===== src/hdl/i2crpf_pkg.sv =====
// ----------------------------------------------------------------------------
// I2C register pointer file package
// Shared sizes, event and conversation codes, and the register reset image.
// ----------------------------------------------------------------------------
package i2crpf_pkg;

  // Number of byte registers. The last four hold the ID string at reset.
  localparam int unsigned NUM_REGS  = 29;
  localparam int unsigned REG_IDX_W = (NUM_REGS > 1) ? $clog2(NUM_REGS) : 1;

  // Width of the pointer and compare helpers (pointer is 8 bits, plus headroom).
  localparam int unsigned PTR_W = 8;
  localparam int unsigned CMP_W = PTR_W + 1;

  typedef enum logic [1:0] {
    EV_ADDRESS = 2'd0,
    EV_DATA    = 2'd1,
    EV_STOP    = 2'd2,
    EV_LOAD    = 2'd3
  } ev_kind_e;

  // Conversation state, one-hot.
  typedef enum logic [2:0] {
    CONV_IDLE  = 3'b001,
    CONV_WRITE = 3'b010,
    CONV_READ  = 3'b100
  } conv_e;

  // Encoded conversation as seen on the result port.
  localparam logic [1:0] CONV_CODE_IDLE  = 2'd0;
  localparam logic [1:0] CONV_CODE_WRITE = 2'd1;
  localparam logic [1:0] CONV_CODE_READ  = 2'd2;

  localparam logic [7:0] ID_CHAR_M = 8'h4D;
  localparam logic [7:0] ID_CHAR_O = 8'h4F;
  localparam logic [7:0] ID_CHAR_D = 8'h44;
  localparam logic [7:0] ID_CHAR_X = 8'h58;

  function automatic logic [1:0] conv_code(conv_e c);
    logic [1:0] code;
    case (c)
      CONV_WRITE: code = CONV_CODE_WRITE;
      CONV_READ:  code = CONV_CODE_READ;
      default:    code = CONV_CODE_IDLE;
    endcase
    return code;
  endfunction

  // Reset image: entry i holds i, the last four spell the ID.
  function automatic logic [7:0] reg_reset_val(int unsigned idx);
    logic [7:0] val;
    if (idx == NUM_REGS - 4) begin
      val = ID_CHAR_M;
    end else if (idx == NUM_REGS - 3) begin
      val = ID_CHAR_O;
    end else if (idx == NUM_REGS - 2) begin
      val = ID_CHAR_D;
    end else if (idx == NUM_REGS - 1) begin
      val = ID_CHAR_X;
    end else begin
      val = idx[7:0];
    end
    return val;
  endfunction

endpackage


===== src/hdl/i2c_slave_register_pointer_file.sv =====
// ----------------------------------------------------------------------------
// I2C slave register pointer file
// Byte-level slave conversation tracker with a register pointer and a small
// register bank that the sensor side can load.
// ----------------------------------------------------------------------------
// Path: start_i passes the input register, then the result register, to done_o.
// Throughput: one transaction per cycle; busy_o stays low, the block never
//   stalls the sender, and the receiver cannot stall the result.
// Reset (rst_ni low, asynchronous): conversation idle, pointer 0, register
//   bank loaded with its index image and the ID bytes, no result pending.
module i2c_slave_register_pointer_file (
  input  logic       clk_i,
  input  logic       rst_ni,
  input  logic       start_i,
  output logic       busy_o,
  input  logic [1:0] event_kind_i,
  input  logic       read_not_write_i,
  input  logic [7:0] bus_byte_i,
  input  logic [4:0] load_index_i,
  input  logic [7:0] load_value_i,
  output logic       done_o,
  output logic [7:0] tx_byte_o,
  output logic       tx_valid_o,
  output logic       readout_request_o,
  output logic [1:0] conversation_o
);
  import i2crpf_pkg::*;

  // --------------------------------------------------------------------------
  // Input register: captures one transaction per cycle.
  // --------------------------------------------------------------------------
  logic       in_vld_q;
  ev_kind_e   ev_q;
  logic       rnw_q;
  logic [7:0] rx_q;
  logic [4:0] lidx_q;
  logic [7:0] lval_q;

  assign busy_o = 1'b0;

  always_ff @(posedge clk_i or negedge rst_ni) begin
    if (!rst_ni) begin
      in_vld_q <= 1'b0;
    end else begin
      in_vld_q <= start_i;
    end
  end

  always_ff @(posedge clk_i) begin
    if (start_i) begin
      ev_q   <= ev_kind_e'(event_kind_i);
      rnw_q  <= read_not_write_i;
      rx_q   <= bus_byte_i;
      lidx_q <= load_index_i;
      lval_q <= load_value_i;
    end
  end

  // --------------------------------------------------------------------------
  // Architectural state
  // --------------------------------------------------------------------------
  conv_e      conv_q, conv_d;
  logic [PTR_W-1:0] ptr_q, ptr_d;
  logic [7:0] bank_q [NUM_REGS];

  // Pointed register; anything at or past the bank end reads as zero.
  logic       ptr_in_range;
  logic [7:0] fetch_val;
  logic [PTR_W-1:0] ptr_inc;

  assign ptr_in_range = {1'b0, ptr_q} < CMP_W'(NUM_REGS);
  assign fetch_val    = ptr_in_range ? bank_q[ptr_q[REG_IDX_W-1:0]] : 8'h00;
  assign ptr_inc      = ptr_q + PTR_W'(1);  // wraps at 8 bits

  // Local load only reaches the data registers, never the ID bytes.
  logic                 load_hit;
  logic [CMP_W-1:0]     lidx_wide;
  logic [REG_IDX_W-1:0] load_addr;

  assign lidx_wide = CMP_W'(lidx_q);
  assign load_hit  = in_vld_q && (ev_q == EV_LOAD) && (lidx_wide < CMP_W'(NUM_REGS - 4));
  assign load_addr = lidx_wide[REG_IDX_W-1:0];

  // --------------------------------------------------------------------------
  // Event decode
  // --------------------------------------------------------------------------
  logic [7:0] tx_d;
  logic       txv_d;
  logic       req_d;

  always_comb begin
    conv_d = conv_q;
    ptr_d  = ptr_q;
    tx_d   = 8'h00;
    txv_d  = 1'b0;
    req_d  = 1'b0;
    if (in_vld_q && (ev_q != EV_LOAD)) begin
      case (conv_q)
        CONV_IDLE: begin
          // Any bus event opens a conversation; the R/W bit picks which.
          if (rnw_q) begin
            conv_d = CONV_READ;
            tx_d   = fetch_val;
            txv_d  = 1'b1;
            ptr_d  = ptr_inc;
          end else begin
            conv_d = CONV_WRITE;
          end
        end
        CONV_WRITE: begin
          if (ev_q == EV_STOP) begin
            conv_d = CONV_IDLE;
          end else begin
            ptr_d = rx_q;  // every written byte replaces the pointer
          end
        end
        CONV_READ: begin
          if (ev_q == EV_STOP) begin
            conv_d = CONV_IDLE;
            req_d  = 1'b1;  // ask the sensor side for fresh data
          end else begin
            tx_d  = fetch_val;
            txv_d = 1'b1;
            ptr_d = ptr_inc;
          end
        end
        default: begin
          conv_d = CONV_IDLE;
        end
      endcase
    end
  end

  always_ff @(posedge clk_i or negedge rst_ni) begin
    if (!rst_ni) begin
      conv_q <= CONV_IDLE;
      ptr_q  <= '0;
    end else begin
      conv_q <= conv_d;
      ptr_q  <= ptr_d;
    end
  end

  // Register bank: reset image needed, so it sits on the reset.
  always_ff @(posedge clk_i or negedge rst_ni) begin
    if (!rst_ni) begin
      for (int unsigned i = 0; i < NUM_REGS; i++) begin
        bank_q[i] <= reg_reset_val(i);
      end
    end else if (load_hit) begin
      bank_q[load_addr] <= lval_q;
    end
  end

  // --------------------------------------------------------------------------
  // Result register: one strobe per accepted transaction.
  // --------------------------------------------------------------------------
  logic       done_q;
  logic [7:0] tx_q;
  logic       txv_q;
  logic       req_q;
  logic [1:0] conv_code_q;

  always_ff @(posedge clk_i or negedge rst_ni) begin
    if (!rst_ni) begin
      done_q <= 1'b0;
    end else begin
      done_q <= in_vld_q;
    end
  end

  always_ff @(posedge clk_i) begin
    if (in_vld_q) begin
      tx_q        <= tx_d;
      txv_q       <= txv_d;
      req_q       <= req_d;
      conv_code_q <= conv_code(conv_d);
    end
  end

  assign done_o            = done_q;
  assign tx_byte_o         = tx_q;
  assign tx_valid_o        = txv_q;
  assign readout_request_o = req_q;
  assign conversation_o    = conv_code_q;

  // --------------------------------------------------------------------------
  // Assertions
  // --------------------------------------------------------------------------
  a_conv_onehot: assert property (@(posedge clk_i) disable iff (!rst_ni)
    $onehot(conv_q))
    else $error("conversation state not one-hot");

  a_tx_in_read: assert property (@(posedge clk_i) disable iff (!rst_ni)
    done_o && tx_valid_o |-> conversation_o == CONV_CODE_READ)
    else $error("byte sent outside a read conversation");

  a_req_ends_read: assert property (@(posedge clk_i) disable iff (!rst_ni)
    done_o && readout_request_o |-> conversation_o == CONV_CODE_IDLE && !tx_valid_o)
    else $error("readout request without returning to idle");

  a_tx_zero: assert property (@(posedge clk_i) disable iff (!rst_ni)
    done_o && !tx_valid_o |-> tx_byte_o == 8'h00)
    else $error("transmit byte not cleared when nothing is sent");

  a_done_follows: assert property (@(posedge clk_i) disable iff (!rst_ni)
    start_i |-> ##2 done_o)
    else $error("accepted transaction produced no result");

endmodule

===== config.mk =====
export PLATFORM = sky130hd
export DESIGN_NAME = i2c_slave_register_pointer_file
export DESIGN_NICKNAME = d
export VERILOG_FILES = /design/src/hdl/i2crpf_pkg.sv /design/src/hdl/i2c_slave_register_pointer_file.sv
export SDC_FILE = /design/constraint.sdc
export NUM_CORES = 1
export LEC_CHECK = 0
export BUFFER_PORTS_ARGS = -buffer_cell sky130_fd_sc_hd__buf_4
export CORE_MARGIN = 3
export CORE_UTILIZATION = 67
export CTS_CLUSTER_SIZE = 25
export DETAILED_ROUTE_END_ITERATION = 12
export PLACE_DENSITY_LB_ADDON = 0.05
export SYNTH_ARGS = -nofsm -noshare
export SYNTH_HDL_FRONTEND = slang
export SYNTH_SLANG_ARGS = --single-unit

===== constraint.sdc =====
create_clock -name clk_i -period 5.1 [get_ports clk_i]
set_clock_uncertainty 0.2 [all_clocks]
set_input_delay 0.51 -clock clk_i [delete_from_list [all_inputs] [get_ports clk_i]]
set_output_delay 0.51 -clock clk_i [all_outputs]
set_load 0.05 [all_outputs]

==> reports/qor.txt <==
synthesized cell area: 0.0125 mm^2
Remaining Overflow, GRT: 0
initial core utilization: 69.1%
first-pass GRT wire length: 43.6 mm
Rel. slew slack: 7.76%
Slew Limit Fails: 0
CP endpoint: tx_byte_o[3]
clock transition at the registers of the reported paths: 0.06 ns
maximum number of pins on one net before global-route repair: 142
minimum clock period: 3.44 ns
# diodes: 0
Clock Latency Late Sink: 0.54 ns
RR Startpoint: ptr_q[0]
fin area: 0.0140 mm^2
RSZ-0062 raised after global routing: no
Setup Crit Path Kind: register to register
endpoints failing hold: 0
final net count: 933
die span in y: 143 um
CP max stage delay: 1.10 ns
count of flip-flops with a built-in enable after synthesis: 36
min-delay src: start_i
Root Driver: clkbuf_16
Worst R2R End: tx_byte_o[3]
clk sinks: 281
reg-to-reg slack, setup: 1.66 ns
Setup crit end kind: register
setup violators final: 0
area occupied by multi-input gates: 0.00486 mm^2
worst-path fanout max: 56
Pwr Density: 461 mW/mm^2
row count: 49
Mean Syn Cell Area: 14.1 um^2
I/O Buffers: 39
WHS: 0.114 ns
Reg2Reg Depth: 6
worst path cell trace: buf_4, mux2i_1, a22o_1, a221oi_1, o22ai_1, a21oi_1
Post-Synthesis Net Count: 919
Vias per Instance: 6.40
Post-Synth Simple-Gate Area: 5.29%
commonest register cell after synthesis: dfrtp_1
initial antenna violation count: 0
Leak: 6.38 nW
TritonCTS buffer count: 29
Vias: 7388
area growth from synthesis to final layout: 11.6%
CP Data Required Time: 5.29 ns
DRT antenna net count: 0
Synthesis Warnings: 0
CP max-delay cell: dfrtp_4
mux cell area share after synthesis: 28.0%
setup bufs post-CTS: 0
CTS tree: built
dpl hpwl: 17.5 mm
post-synthesis adder-cell area fraction: 0.200%
count of state elements after synthesis: 281
Startpoint Class: register
CP arrival: 3.63 ns
Reg area: 0.00730 mm^2
Final period util: 67.4%
dpl cell area: 0.0128 mm^2
Post-synth ARST share: 87.2%
Worst Hold Class: input pin to register
gr busiest metal: met2
Syn Inst Count: 890
fillers: 1102
setup TNS: 0 ns
GR Util All Layers: 27.6%
post-synthesis xor/xnor area fraction: 0%
Pre-antenna DRT Iters: 7
CORE AREA: 0.0181 mm^2
GP Congestion: 0.858
post-layout util: 77.1%
sequential fraction of the synthesis area: 58.2%
Yosys cell types: 52
routed len/inst: 23.6 um
H-tree depth: 1
Die Wd: 143 um
met3 Track Usage GR: 4.39%
VDD IR max: 0.000389 V
vias in the first global route: 7670
Die ar.: 0.0204 mm^2
Max Root-Sink Buffers: 3
share of cells above drive strength 1: 44.1%
status: complete, no violations
Peak Freq: 291 MHz
Detailed Route Iter0 Violations: 615
grt met2 use: 43.1%
Routed WL: 27.3 mm
Post-route DRC: 0
worst-margin pin slew: 1.38 ns
Compound-Gate Fraction of Synth Area: 5.20%
largest family of logic cells by synthesized area: multiplexers
I/O Pins: 41
max-cap violations: 0
crit path from: ptr_q[0]
met1 usage: 41.4%
## how the worst min path moves through the flow
| stage | cells past startpoint | slack, ns | end |
|---|---|---|---|
| final | 1 | 0.11 | in_vld_q |
| after global routing | 1 | 0.11 | in_vld_q |
| after CTS | 1 | 0.11 | in_vld_q |
| after detailed placement | 0 | 0.16 | bank_q[18] |
| after global placement | 0 | 0.16 | bank_q[19] |
| after floorplan | 0 | 0.01 | bank_q[0] |
## cell type report
| cell class | instances | share of cell area, % |
|---|---|---|
| timing repair buffer | 70 | 4.35 |
| tap | 229 | 2.05 |
| sequential | 281 | 52.2 |
| multi-input combinational | 519 | 34.7 |
| inverter | 3 | 0.0805 |
| clock inverter | 6 | 0.393 |
| clock buffer | 47 | 6.24 |
## critical path, delay by kind of cell (launching register included)
| kind | cells | cell delay (ns) |
|---|---|---|
| DFF | 1 | 1.10 |
| muxes | 1 | 0.16 |
| AOI/OAI and AO/OA | 4 | 0.95 |
| buffers and inverters | 1 | 0.80 |
## cell usage after synthesis, types with 17 or more instances
| library cell | n | area share [%] |
|---|---|---|
| a21oi_1 | 22 | 0.88 |
| a22o_1 | 17 | 1.2 |
| clkbuf_1 | 65 | 1.9 |
| dfrtp_1 | 176 | 35 |
| dfstp_2 | 69 | 14 |
| edfxtp_1 | 36 | 8.6 |
| mux2_2 | 208 | 19 |
| mux2i_1 | 81 | 6.5 |
| nand2_1 | 43 | 1.3 |
| o22ai_1 | 19 | 0.95 |
## layout by cell type (no fill, tap or decap), types with 3 or more instances in the layout
cell type	count
clkbuf_1	10
dlygate4sd3_1	25
mux4_2	16
mux2_2	208
nor3_1	4
edfxtp_1	36
nor2_1	6
a221oi_1	16
nor2_2	16
a21oi_1	22
a22o_1	17
dfrtp_1	175
nor3b_1	3
nand2b_1	5
clkinv_2	5
nor2b_1	5
nand2_1	43
nand3_1	5
nand4_1	3
inv_1	3
dfstp_2	69
mux2i_1	81
nand3b_1	3
clkbuf_8	8
o22ai_1	19
o21ai_0	15
clkbuf_16	29
buf_4	43
## report_power, final
part	internal (mW)	switching [mW]	leakage [nW]	total, mW
sequential	2.57	0.354	3.46	2.92
combinational	0.732	0.747	2.46	1.48
clock	1.21	0.832	0.460	2.04
total	4.51	1.93	6.38	6.44
## kinds of logic after synthesis
logic type               after synthesis
adder cells (fa/ha/maj)                2
multiplexers                         305
other                                  1
flip-flops                           281
AND/OR/NAND/NOR                      115
buffers and inverters                 90
AO/OA/AOI/OAI                         96
## flip-flops by register name, summed over array words and instances (netlist names)
name,count
in_vld_q,1
tx_byte_o,8
lidx_q,5
ev_q,2
tx_valid_o,1
bank_q,232
conv_q,3
lval_q,8
readout_request_o,1
ptr_q,8
conversation_o,2
rnw_q,1
rx_q,8
done_o,1
## metrics by stage
step / worst slack [ns] / total power, mW / std cells
floorplan: 2.77 / 3.99 / 890
global placement: 1.75 / 4.34 / 1077
detailed placement: 1.71 / 4.39 / 1077
CTS: 1.68 / 6.45 / 1155
global route: 1.49 / 6.71 / 1155
finish: 1.66 / 6.44 / 1155
## per-layer routing
metal | wire [um] | part of all wire [%] | up-vias
met3 | 1610 | 5.9 | 54
met1 | 12100 | 44 | 3842
met5 | 0 | 0 | -
li1 | - | - | 3259
met2 | 12800 | 47 | 233
met4 | 812 | 3.0 | 0
## timing repair
item	CTS	global route
hold buffers	25	0
hold endpoints to repair	121	0
setup endpoints to repair	0	0
gates resized for setup	0	0
No activity file was read; power rests on OpenSTA's default activity.
